`src/rtl/core/fcfl_pkg.sv`:
```
package fcfl_pkg;

    localparam int MAX_CHUNKS = 1024;
    localparam int IDX_W      = $clog2(MAX_CHUNKS);
    localparam int LINK_W     = IDX_W + 1;
    localparam int CNT_W      = IDX_W + 1;
    localparam int SIZE_W     = 17;
    localparam int SIZE8_W    = 14;
    localparam int OFF_W      = 26;
    localparam int PADDR_W    = 3;
    localparam int PDATA_W    = 32;

    // null link: one past the last chunk
    localparam logic [LINK_W-1:0]  END_MARK   = LINK_W'(MAX_CHUNKS);
    localparam logic [CNT_W-1:0]   COUNT_MAX  = CNT_W'(MAX_CHUNKS);
    localparam logic [SIZE_W-1:0]  SIZE_SAT   = SIZE_W'(65536);
    localparam logic [SIZE_W-1:0]  SIZE_MIN   = SIZE_W'(8);
    localparam logic [SIZE_W-1:0]  SIZE_RND   = SIZE_W'(7);
    localparam logic [SIZE8_W-1:0] SIZE8_SAT  = SIZE8_W'(8192);
    localparam logic [SIZE8_W-1:0] SIZE8_MIN  = SIZE8_W'(1);
    localparam logic [SIZE_W-1:0]  SIZE_RST   = SIZE_W'(8);

    typedef enum logic [0:0] {
        REG_CHUNK_SIZE  = 1'b0,
        REG_CHUNK_COUNT = 1'b1
    } reg_idx_t;

    typedef enum logic [0:0] {
        REQ_ALLOC = 1'b0,
        REQ_FREE  = 1'b1
    } req_t;

    typedef enum logic [1:0] {
        STAT_ALLOC   = 2'd0,
        STAT_EXHAUST = 2'd1,
        STAT_FREED   = 2'd2,
        STAT_IGNORED = 2'd3
    } status_t;

    typedef struct packed {
        logic restart;
        logic build;
        logic accept;
        logic finish;
        logic load_out;
    } cmd_t;

    typedef struct packed {
        logic build_done;
        logic out_free;
    } sts_t;

endpackage

```
`src/rtl/core/fcfl_regs.sv`:
```
module fcfl_regs (
    input  logic                            clk,
    input  logic                            rst_n,
    input  logic                            psel,
    input  logic                            penable,
    input  logic                            pwrite,
    input  logic [fcfl_pkg::PADDR_W-1:0]    paddr,
    input  logic [fcfl_pkg::PDATA_W-1:0]    pwdata,
    output logic [fcfl_pkg::PDATA_W-1:0]    prdata,
    output logic                            pready,
    output logic                            rebuild,
    output logic [fcfl_pkg::SIZE8_W-1:0]    eff_size8,
    output logic [fcfl_pkg::CNT_W-1:0]      eff_count
);

    logic [fcfl_pkg::SIZE_W-1:0]  chunk_size_reg;
    logic [fcfl_pkg::SIZE_W-1:0]  chunk_size_next;
    logic [fcfl_pkg::CNT_W-1:0]   chunk_count_reg;
    logic [fcfl_pkg::CNT_W-1:0]   chunk_count_next;
    logic [fcfl_pkg::SIZE8_W-1:0] size8_reg;
    logic [fcfl_pkg::SIZE8_W-1:0] size8_next;
    logic [fcfl_pkg::CNT_W-1:0]   ecount_reg;
    logic [fcfl_pkg::CNT_W-1:0]   ecount_next;
    logic                         wr_en;
    fcfl_pkg::reg_idx_t           reg_idx;
    logic [fcfl_pkg::SIZE_W-1:0]  wsize;
    logic [fcfl_pkg::SIZE_W-1:0]  wsize_rnd;
    logic [fcfl_pkg::CNT_W-1:0]   wcount;

    assign pready  = 1'b1;
    assign wr_en   = psel & penable & pwrite;
    assign reg_idx = fcfl_pkg::reg_idx_t'(paddr[2]);
    assign wsize     = pwdata[fcfl_pkg::SIZE_W-1:0];
    assign wsize_rnd = wsize + fcfl_pkg::SIZE_RND;
    assign wcount    = pwdata[fcfl_pkg::CNT_W-1:0];

    always_comb
    begin
        chunk_size_next  = chunk_size_reg;
        chunk_count_next = chunk_count_reg;
        size8_next       = size8_reg;
        ecount_next      = ecount_reg;
        if (wr_en)
        begin
            case (reg_idx)
                fcfl_pkg::REG_CHUNK_SIZE:
                begin
                    chunk_size_next = wsize;
                    // saturate, raise to the minimum, round up to 8 bytes (kept in units of 8)
                    if (wsize > fcfl_pkg::SIZE_SAT)
                        size8_next = fcfl_pkg::SIZE8_SAT;
                    else if (wsize < fcfl_pkg::SIZE_MIN)
                        size8_next = fcfl_pkg::SIZE8_MIN;
                    else
                        size8_next = wsize_rnd[fcfl_pkg::SIZE_W-1:3];
                end
                fcfl_pkg::REG_CHUNK_COUNT:
                begin
                    chunk_count_next = wcount;
                    ecount_next = (wcount > fcfl_pkg::COUNT_MAX) ? fcfl_pkg::COUNT_MAX : wcount;
                end
                default:
                begin
                    chunk_size_next = chunk_size_reg;
                end
            endcase
        end
    end

    always_ff @(posedge clk or negedge rst_n)
    begin
        if (!rst_n)
        begin
            chunk_size_reg  <= fcfl_pkg::SIZE_RST;
            chunk_count_reg <= fcfl_pkg::COUNT_MAX;
            size8_reg       <= fcfl_pkg::SIZE8_MIN;
            ecount_reg      <= fcfl_pkg::COUNT_MAX;
        end
        else
        begin
            chunk_size_reg  <= chunk_size_next;
            chunk_count_reg <= chunk_count_next;
            size8_reg       <= size8_next;
            ecount_reg      <= ecount_next;
        end
    end

    always_comb
    begin
        case (reg_idx)
            fcfl_pkg::REG_CHUNK_SIZE:  prdata = fcfl_pkg::PDATA_W'(chunk_size_reg);
            fcfl_pkg::REG_CHUNK_COUNT: prdata = fcfl_pkg::PDATA_W'(chunk_count_reg);
            default:                   prdata = '0;
        endcase
    end

    assign rebuild   = wr_en;
    assign eff_size8 = size8_reg;
    assign eff_count = ecount_reg;

endmodule

```
`config.mk`:
```
export PLATFORM = sky130hd
export DESIGN_NAME = fcfl_regs
export DESIGN_NICKNAME = d
export VERILOG_FILES = /design/src/rtl/core/fcfl_pkg.sv /design/src/rtl/core/fcfl_regs.sv
export SDC_FILE = /design/constraint.sdc
export NUM_CORES = 1
export LEC_CHECK = 0
export BUFFER_PORTS_ARGS = -buffer_cell sky130_fd_sc_hd__buf_4
export CORE_MARGIN = 8
export CORE_UTILIZATION = 45
export CTS_CLUSTER_SIZE = 14
export DETAILED_ROUTE_END_ITERATION = 8
export GPL_TIMING_DRIVEN = 0
export PLACE_DENSITY = 0.71
export SLEW_MARGIN = 20
export SYNTH_ARGS = -nofsm -noshare
export SYNTH_HDL_FRONTEND = slang
export SYNTH_SLANG_ARGS = --single-unit
```
`constraint.sdc`:
```
create_clock -name clk -period 2 [get_ports clk]
set_input_delay 0.4 -clock clk [delete_from_list [all_inputs] [get_ports clk]]
set_output_delay 0.4 -clock clk [all_outputs]
set_load 0.01 [all_outputs]
```
==> results.sh <==
export IMPL_cts_hold_buf=0
export IMPL_cp_required_ns=1.60
export IMPL_via_per_inst=4.88
export IMPL_final_common_cell="buf_4"
export IMPL_setup_tns_final_ns=0
export IMPL_mostFrequentLayoutCells="78 x buf_4, 75 x nand2_1, 49 x dfrtp_1"
export IMPL_endpoint_kind="output pin"
export IMPL_synth_seq_cells=53
export IMPL_critPathMaxFanout=19
export IMPL_worst_pin_slew_ns=0.658
export IMPL_finClkSkew_ns=0
export IMPL_hpwl_mm=4.84
export IMPL_grt_usage_pct=15.4
export IMPL_cts_resized=0
export IMPL_grt_max_degree=54
export IMPL_drc=0
export IMPL_final_core_util_pct=58.0
export IMPL_seqCellArea_sq_um=1330
export IMPL_netlist_top_cell_by_area="dfrtp_1"
export IMPL_core_sq_um=5850
export IMPL_clk_pin_slew_ns=0.09
export IMPL_holdWs_ns=0.107
export IMPL_fin_crit_sh_pct=90.2
export IMPL_setup_viol=0
export IMPL_ys_seq_area_share_pct=49.8
export IMPL_grt_pass1_vias=2163
export IMPL_netlist_area_sq_um=2680
export IMPL_p_leak_uw=0.00169
export IMPL_pre_cts_slack_ns=-0.186
export IMPL_critical_path_startpoint_type="primary input"
export IMPL_regToRegEndpoint="eff_size8[0]"
export IMPL_portBuffers=61
export IMPL_antenna_cells=0
export IMPL_vdd_drop_max_uv=470
export IMPL_rows=28
export IMPL_drtAntennaViolNets=0
export IMPL_p_int_uw=2070
export IMPL_grt_overflow=0
export IMPL_cts_buffers=5
export IMPL_gp_congestion=0.814
export IMPL_drive_above_1_share_pct=36.3
export IMPL_antenna_found_initial=0
export IMPL_sw_frac_of_total_pct=27.8
export IMPL_cts_sinks=53
export IMPL_netlist_top_cells_area="dfrtp_1 46%, nand2_1 11%, mux2_2 8.8%"
export IMPL_reg2reg_depth=2
export IMPL_setup_slack_ns=0.196
export IMPL_worst_hold_path_type="in -> async"
export IMPL_synth_top_area_share_pct=45.8
export IMPL_pwr_share_seq_pct=47.8
export IMPL_yosysWarnings=0
export IMPL_clkPwrFrac_pct=26.6
export IMPL_drt_iter0_drc=99
export IMPL_r2r_slack_ns=1.20
export IMPL_start_util_pct=45.7
export IMPL_p_per_area_nw_per_um2=844
export IMPL_insertion_delay_ns=0.30
export IMPL_largest_reg_flops=17
export IMPL_drtPass1Iterations=4
export IMPL_nFillCells=557
export IMPL_final_hold_viol_count=0
export IMPL_max_freq_ghz=0.554
export IMPL_drv_slew=0
export IMPL_p_comb_share_pct=25.6
export IMPL_synthDistinctLibCells=40
export IMPL_netlist_instances=271
export IMPL_dieArea_sq_um=8670
export IMPL_vias=2088
export IMPL_root_buffer="clkbuf_8"
export IMPL_fin_crit_ns=1.80
export IMPL_fp_dieW_um=93.1
export IMPL_status="finished clean"
export IMPL_p_sw_uw=797
export IMPL_max_slew_margin_pct=56.1
export IMPL_max_cap_violations=0
export IMPL_syn_to_final_growth_pct=26.8
export IMPL_htreeDepth=2
export IMPL_timing_rr_start="eff_size8[0]"
export IMPL_finalNetCount=392
export IMPL_rsz0062_at_grt="false"
export IMPL_syn_area_per_cell_sq_um=9.87
export IMPL_worstSetupPathType="in -> out"
export IMPL_cts_setup_buffers=0
export IMPL_pin_count=99
export IMPL_critical_path_arrival_ns=1.40
export IMPL_grt_pass1_wl_mm=10.7
export IMPL_cts_tree="yes"
export IMPL_fp_dieH_um=93.1
export IMPL_wirelength_mm=6.46
export IMPL_wl_per_cell_um=15.1
export IMPL_clk_path_buf_depth=2
export IMPL_multiInputGateArea_sq_um=1170
-- layer usage --
metal	global-route usage (%)	wire length, um
met1	18.6	2770
met3	4.65	412
met5	0	0
met2	25.6	3190
met4	4.97	89
-- power groups by stage --
stage,Combinational (uW),Sequential [uW],Clock [uW]
2_1_floorplan,363,1400,0
3_3_place_gp,735,1380,0
3_5_place_dp,746,1390,0
4_1_cts,748,1370,768
5_1_grt,811,1390,822
6_report,733,1370,760
-- metrics by stage --
step	instances	total power, uW	cell area [sq um]
final	428	2860	3390
after global routing	428	3030	3390
after CTS	428	2880	3390
after detailed placement	421	2140	3280
after global placement	421	2110	3280
after floorplan	285	1770	2730
-- synthesized netlist by cell type --
library cell / number
nand2_1: 75
nand4_2: 2
clkbuf_1: 9
o21ai_1: 7
buf_6: 2
a22o_1: 6
inv_1: 1
nor2_1: 3
and3_1: 1
nand3b_1: 1
nor4b_1: 2
nor4_1: 3
nor3_2: 1
clkbuf_2: 1
mux2_2: 21
mux2_4: 1
and4b_1: 1
and2_0: 1
or2_2: 1
buf_4: 17
o31ai_1: 1
xnor2_1: 10
o21ai_0: 8
o21ai_2: 3
buf_2: 5
nor3_1: 3
nor4_4: 1
nor2b_1: 6
a211o_1: 1
nor4_2: 1
buf_1: 1
dfstp_2: 4
a21oi_1: 4
nand4_1: 2
nand2b_1: 5
dfrtp_1: 49
conb_1: 2
nor3b_1: 1
nand3_1: 6
xor2_1: 2
-- critical path: stages --
cell and delay, ns:
buf_4 0.09, buf_2 0.37, mux2_2 0.39, buf_4 0.15
-- logic make-up after synthesis --
logic type / after synthesis / share of synthesized area, %
buffers and inverters: 36 / 8.28
and+or+nand+nor: 116 / 21.2
DFF: 53 / 49.8
other: 2 / 0.281
xor gates and xnor gates: 12 / 3.93
muxes: 22 / 9.40
AOI/OAI and AO/OA: 30 / 7.11
-- cell type report --
type	instances	area share (%)
well taps	75	2.77
clock buffers	7	2.55
multi-input cells	196	34.6
inverters	1	0.111
flip-flops and latches	53	39.2
repair buffers	61	13.5
plain buffers	34	6.31
clock inverters	1	0.885
-- worst max-delay path by stage --
stage,cells past startpoint,end,from,slack (ns)
final,4,prdata[6],paddr[2],0.20
after global routing,5,eff_count[4],paddr[2],0.06
after CTS,4,prdata[9],paddr[2],0.18
after detailed placement,5,prdata[9],paddr[2],-0.19
after global placement,5,prdata[9],paddr[2],-0.21
after floorplan,3,prdata[10],paddr[2],0.32
No activity file was read; power rests on OpenSTA's default activity.
