**src/rtl/core/fcfl_pkg.sv**
```systemverilog
package fcfl_pkg;

    localparam int MAX_CHUNKS = 1024;
    localparam int IDX_W      = $clog2(MAX_CHUNKS);
    localparam int LINK_W     = IDX_W + 1;
    localparam int CNT_W      = IDX_W + 1;
    localparam int SIZE_W     = 17;
    localparam int SIZE8_W    = 14;
    localparam int OFF_W      = 26;
    localparam int PADDR_W    = 3;
    localparam int PDATA_W    = 32;

    // null link: one past the last chunk
    localparam logic [LINK_W-1:0]  END_MARK   = LINK_W'(MAX_CHUNKS);
    localparam logic [CNT_W-1:0]   COUNT_MAX  = CNT_W'(MAX_CHUNKS);
    localparam logic [SIZE_W-1:0]  SIZE_SAT   = SIZE_W'(65536);
    localparam logic [SIZE_W-1:0]  SIZE_MIN   = SIZE_W'(8);
    localparam logic [SIZE_W-1:0]  SIZE_RND   = SIZE_W'(7);
    localparam logic [SIZE8_W-1:0] SIZE8_SAT  = SIZE8_W'(8192);
    localparam logic [SIZE8_W-1:0] SIZE8_MIN  = SIZE8_W'(1);
    localparam logic [SIZE_W-1:0]  SIZE_RST   = SIZE_W'(8);

    typedef enum logic [0:0] {
        REG_CHUNK_SIZE  = 1'b0,
        REG_CHUNK_COUNT = 1'b1
    } reg_idx_t;

    typedef enum logic [0:0] {
        REQ_ALLOC = 1'b0,
        REQ_FREE  = 1'b1
    } req_t;

    typedef enum logic [1:0] {
        STAT_ALLOC   = 2'd0,
        STAT_EXHAUST = 2'd1,
        STAT_FREED   = 2'd2,
        STAT_IGNORED = 2'd3
    } status_t;

    typedef struct packed {
        logic restart;
        logic build;
        logic accept;
        logic finish;
        logic load_out;
    } cmd_t;

    typedef struct packed {
        logic build_done;
        logic out_free;
    } sts_t;

endpackage

```
**src/rtl/core/fcfl_ctrl.sv**
```systemverilog
module fcfl_ctrl (
    input  logic            clk,
    input  logic            rst_n,
    input  logic            rebuild,
    input  logic            in_valid,
    output logic            in_ready,
    input  fcfl_pkg::sts_t  sts,
    output fcfl_pkg::cmd_t  cmd
);

    typedef enum logic [2:0] {
        ST_BUILD  = 3'b001,
        ST_IDLE   = 3'b010,
        ST_FINISH = 3'b100
    } state_t;

    state_t state_reg;
    state_t state_next;

    assign in_ready = (state_reg == ST_IDLE);

    always_comb
    begin
        cmd        = '0;
        state_next = state_reg;
        case (state_reg)
            ST_BUILD:
            begin
                cmd.build = 1'b1;
                if (sts.build_done)
                    state_next = ST_IDLE;
            end
            ST_IDLE:
            begin
                if (in_valid)
                begin
                    cmd.accept = 1'b1;
                    state_next = ST_FINISH;
                end
            end
            ST_FINISH:
            begin
                // commit the pop, then hand the result to the output stage once it is free
                cmd.finish = 1'b1;
                if (sts.out_free)
                begin
                    cmd.load_out = 1'b1;
                    state_next   = ST_IDLE;
                end
            end
            default:
            begin
                state_next = ST_BUILD;
            end
        endcase
        if (rebuild)
        begin
            cmd.restart = 1'b1;
            state_next  = ST_BUILD;
        end
    end

    always_ff @(posedge clk or negedge rst_n)
    begin
        if (!rst_n)
            state_reg <= ST_BUILD;
        else
            state_reg <= state_next;
    end

endmodule

```
**config.mk**
```make
export PLATFORM = sky130hd
export DESIGN_NAME = fcfl_ctrl
export DESIGN_NICKNAME = d
export VERILOG_FILES = /design/src/rtl/core/fcfl_pkg.sv /design/src/rtl/core/fcfl_ctrl.sv
export SDC_FILE = /design/constraint.sdc
export NUM_CORES = 1
export LEC_CHECK = 0
export ABC_AREA = 1
export CELL_PAD_IN_SITES_DETAIL_PLACEMENT = 0
export CELL_PAD_IN_SITES_GLOBAL_PLACEMENT = 2
export CORE_AREA = 4 4 41 43
export CTS_CLUSTER_SIZE = 28
export DETAILED_ROUTE_END_ITERATION = 16
export DIE_AREA = 0 0 45 47
export DONT_BUFFER_PORTS = 1
export PLACE_DENSITY_LB_ADDON = 0.3
export SLEW_MARGIN = 20
export SYNTH_ARGS = -nofsm -noshare
export SYNTH_HDL_FRONTEND = slang
export SYNTH_SLANG_ARGS = --single-unit
```
**constraint.sdc**
```tcl
create_clock -name clk -period 2.6 [get_ports clk]
set_input_delay 0.39 -clock clk [delete_from_list [all_inputs] [get_ports clk]]
set_output_delay 0.39 -clock clk [all_outputs]
set_load 0.02 [all_outputs]
```
==> flow_summary.ini, run 1 <==
[routing]
via_count = 193
drt-total-wl_um = 489
drc = 0
wl_per_cell_um = 9.40
viasPerCell = 3.71
drt_iter0_drc = 0
drtPass1Iterations = 1
postRouteAntennaNets = 0

[sta]
setup_slack_ns = 1.03
period_minus_slack_ns = 1.57
fin_setup_tns_ns = 0
rsz0062_at_grt = no
fmaxAchievable_ghz = 0.636
holdWs_ns = 0.294
drv_slew = 0
setup_violations = 0
hold_violations = 0
slew_headroom_pct = 74.2
worst_slew_pin_slew_ns = 0.386
post-route-period-util_pct = 60.5
fin_skew_ns = 0.00213

[synth]
avgSynthCellArea_um2 = 6.56
ys_types = 11
ys_async_sr_fraction_pct = 100
synth_edf_count = 0
synth_top_area_share_pct = 23.1
synth_fp_nets = 39
yosys_warnings = 0
synth-main-ff-cell = dfrtp_1
ys_ff_latch = 3
syn-instance-count = 33
synthTopCellsByCount = inv_1, nand2_1, nor2_1
synthesis.area_um2 = 216
synth_most_common_cell = inv_1
synth_top_cell_by_area = dfrtp_1
seq_area_frac_synth_pct = 35.3
synth_top_cells_by_area = dfrtp_1, inv_1, dfstp_2, nand2_1, nor2_1

[cells_and_area]
drive_gt1_share_pct = 21.6
fin_cells = 52
diodes = 0
largest_reg_flops = 3
fin_area_um2 = 264
nets = 44
area_growth_pct = 22.0

[global_route]
grt_usage_pct = 6.02
grt_pass1_vias = 200
grt_overflow_total = 0
grt_pass1_wl_um = 828
grt_max_degree = 7
antenna_found_initial = 0

[critical_path]
cp-startpoint = state_reg[1]
rr_startpoint = state_reg[0]
crit_required_ns = 2.21
arrival_ns = 1.18
cp-start-kind = flip-flop
r2r_slack_ns = 1.50
cp_max_fo = 3
reg2reg_depth = 5
r2r_end = state_reg[1]
crit_path_end_kind = output pin
worstSetupPathType = flip-flop to output pin

[clock_network]
cts_tree = done
clock_path_buffers = 2
clkTransAtPathRegs_ns = 0.04
cts_made_buffers = 3
ctsHoldBuffers = 1
postCtsSetupBuffers = 0
cts-root-buf = clkbuf_4
clock_latency_ns = 0.23
post_cts_resized = 0
h-tree-depth = 1
numClockSinks = 3

[place]
port_buffers = 0
dp.cells = 47
hpwl_um = 425
placed_area_um2 = 228
dp_slack_ns = 1.25
gp_congestion = 0.701

[min_path]
holdCritStartpoint = rebuild
hold_end = state_reg[0]
min_path_cells = 2
hp-class = input pin to flip-flop

[floorplan]
die_w_um = 45
die-area_um2 = 2120
ios = 12
core_area_um2 = 1300
die_h_um = 47
start_util_pct = 16.6
num_rows = 13

[power]
ir_drop_v = 0.000166
p_per_area_nw_per_um2 = 819
p_leak_nw = 0.158

[status]
status = complete, no violations

[flow_run]
cap_violations = 0
## final cells by class
cell class | count | area, µm²
Tap cell | 15 | 18.8
Inverter | 8 | 30.0
Multi-Input combinational cell | 21 | 103
Clock buffer | 4 | 26.3
Fill cell | 162 | 1040
Timing Repair Buffer | 1 | 10.0
Sequential cell | 3 | 76.3
## routing by layer
layer,part of all wire [%],up-vias,track usage [%],routed length [µm]
li1,-,106,-,-
met4,0,0,7.02,0
met1,37,83,4.58,183
met3,3.5,0,2.68,17
met5,0,-,0,0
met2,59,4,10.5,287
## worst max-delay path, cell delays in order, from the launching register on
cell     delay [ns]
dfrtp_1        0.39
nor2_1         0.14
nand2_1        0.10
nor2_1         0.32
## cells in the final DEF (no fill, tap or decap), drive strengths merged
cell type | netlist | routed
nor2 | 7 | 7
nand3 | 3 | 3
dfstp | 1 | 1
o21ai | 2 | 2
dlygate4sd3 | 0 | 1
nand2 | 8 | 8
nand4 | 1 | 1
dfrtp | 2 | 2
inv | 8 | 8
clkbuf | 0 | 4
## logic make-up after synthesis
family                 synth area share [%]
AO/OA/AOI/OAI                          8.09
flip-flops                             35.3
AND/OR/NAND/NOR                        39.3
buffers and inverters                  17.3
## power by group
group,switching (mW),internal (mW),leakage [nW]
Combinational,0.0504,0.0191,0.106
Sequential,0.00703,0.0602,0.0374
Clock,0.0222,0.0574,0.0150
## worst max-delay path by stage
stage	to	slack, ns	cells past startpoint
6_report	cmd[0]	1.03	3
5_1_grt	cmd[2]	0.95	3
4_1_cts	cmd[0]	1.0	3
3_5_place_dp	cmd[0]	1.25	3
3_3_place_gp	cmd[0]	1.24	3
2_1_floorplan	cmd[0]	1.33	3
## metrics by stage
step / power, mW / utilization (%)
2_1_floorplan: 0.128 / -
3_3_place_gp: 0.138 / 17.5
3_5_place_dp: 0.137 / 17.5
4_1_cts: 0.222 / 20.3
5_1_grt: 0.231 / 20.3
6_report: 0.216 / 20.3
(Power assumes the default switching activity.)
==> run 2, diff against run 1 <==
==> constraint.sdc (replaced) <==
create_clock -name clk -period 1.47 [get_ports clk]
set_input_delay 0.2205 -clock clk [delete_from_list [all_inputs] [get_ports clk]]
set_output_delay 0.2205 -clock clk [all_outputs]
set_load 0.02 [all_outputs]
==> flow_summary.ini, run 2 (synthesis results as in run 1) <==
[power]
ir_drop_v = 0.000355
p_comb_share_pct = 32.3
p_leak_nw = 0.158
switching_power_mw = 0.142
p_sw_share_pct = 37.0
total_power_mw = 0.385
clockPowerShare_pct = 36.6
p_int_mw = 0.242
p_seq_share_pct = 31.1
p_per_area_nw_per_um2 = 1430

[floorplan]
die_h_um = 47
start_util_pct = 16.6
core_area_um2 = 1300
die_w_um = 45
num_rows = 13
die-area_um2 = 2120
ios = 12

[cells_and_area]
largest_reg_flops = 3
drive_gt1_share_pct = 27.0
nets = 44
seq_area_um2 = 76.3
multi_input_area_um2 = 108
fin_area_um2 = 269
final_common_cell = inv_1
diodes = 0
final_cell_mix = inv_1, nand2_1, nor2_1
n_fill_cell = 157
area_growth_pct = 24.3
fin_cells = 52

[place]
port_buffers = 0
placed_area_um2 = 228
gp_congestion = 0.672
hpwl_um = 409
dp.cells = 47

[clock_network]
cts-root-buf = clkbuf_4
clock_path_buffers = 2
clkTransAtPathRegs_ns = 0.04
h-tree-depth = 1
cts_tree = done
numClockSinks = 3
postCtsSetupBuffers = 0
clock_latency_ns = 0.23
cts_made_buffers = 3

[sta]
fin_setup_tns_ns = 0
holdWs_ns = 0.117
fin_skew_ns = 0.00188
setup_violations = 0
worst_slew_pin_slew_ns = 0.244
drv_slew = 0
fmaxAchievable_ghz = 0.727
rsz0062_at_grt = no
slew_headroom_pct = 83.7
period_minus_slack_ns = 1.38
hold_violations = 0
post-route-period-util_pct = 93.6

[critical_path]
crit_path_end_kind = output pin
critPathTopFamily = flip-flops
cp-start-kind = flip-flop
cpMostUsedCell = inv_1
rr_startpoint = state_reg[0]
crit_required_ns = 1.25
cp_max_fo = 2
path_buf_inv = 2
cp_cell_sequence = inv_1, nor2_1, nand2_1, inv_1
max_stage_delay_ns = 0.52
worstSetupPathType = flip-flop to output pin
critPathSlowestCell = dfstp_2
arrival_ns = 1.15
cp-startpoint = state_reg[0]

[routing]
viasPerCell = 3.73
postRouteAntennaNets = 0
wl_per_cell_um = 9.13
drt-total-wl_um = 475
via_count = 194
drtPass1Iterations = 3
drt_iter0_drc = 1
drc = 0

[global_route]
grt_max_degree = 7
grt_overflow_total = 0
antenna_found_initial = 0
grt_pass1_wl_um = 807
grt_usage_pct = 5.78
grt_pass1_vias = 215

[flow_run]
cap_violations = 0

[min_path]
holdCritStartpoint = rebuild
hp-class = input pin to flip-flop

[status]
status = complete, no violations
-- run 2: cell types whose count changed in the layout (fill, tap and decap cells not counted) --
cell,before,now
nor2_2,0,2
nor2_1,7,5
-- run 2: worst paths after layout --
kind,to,slack [ns],cells after the start
setup / recovery,cmd[3],0.09,4
hold / removal,state_reg[0],0.12,2
setup reg to reg,state_reg[1],0.37,6
hold reg to reg,state_reg[0],0.63,3
max in group asynchronous,state_reg[0],1.01,1
min in group asynchronous,state_reg[2],0.24,1
-- run 2: power by group through the flow --
stage / Sequential (mW) / Clock (mW) / Combinational [mW]
3_3_place_gp: 0.122 / 0 / 0.123
4_1_cts: 0.121 / 0.145 / 0.126
3_5_place_dp: 0.122 / 0 / 0.122
2_1_floorplan: 0.117 / 0 / 0.110
5_1_grt: 0.122 / 0.150 / 0.139
6_report: 0.120 / 0.141 / 0.124
-- run 2: final cells by class --
cell class,count,share of cell area [%]
multi-input combinational,21,40.0
sequential,3,28.4
inverter,8,11.2
clock buffer,4,9.77
tap,15,6.98
timing repair buffer,1,3.72
-- run 2: layer usage --
metal	vias to the layer above	global-route usage, %	part of all wire, %
met4	0	7.02	0
met2	4	9.32	55
li1	104	-	-
met1	86	4.79	41
met3	0	2.68	3.6
met5	-	0	0
-- run 2: timing repair --
item                                   CTS  global route
endpoints found under the hold margin    3             0
hold buffers                             1             0
gates resized for setup                  0             2
setup endpoints to repair                0             2
-- run 2: metrics by stage --
stage / worst slack [ns] / util, %
CTS: 0.0526 / 20.3
global route: 0.0449 / 20.7
floorplan: 0.366 / -
detailed placement: 0.294 / 17.5
global placement: 0.306 / 17.5
finish: 0.0947 / 20.7
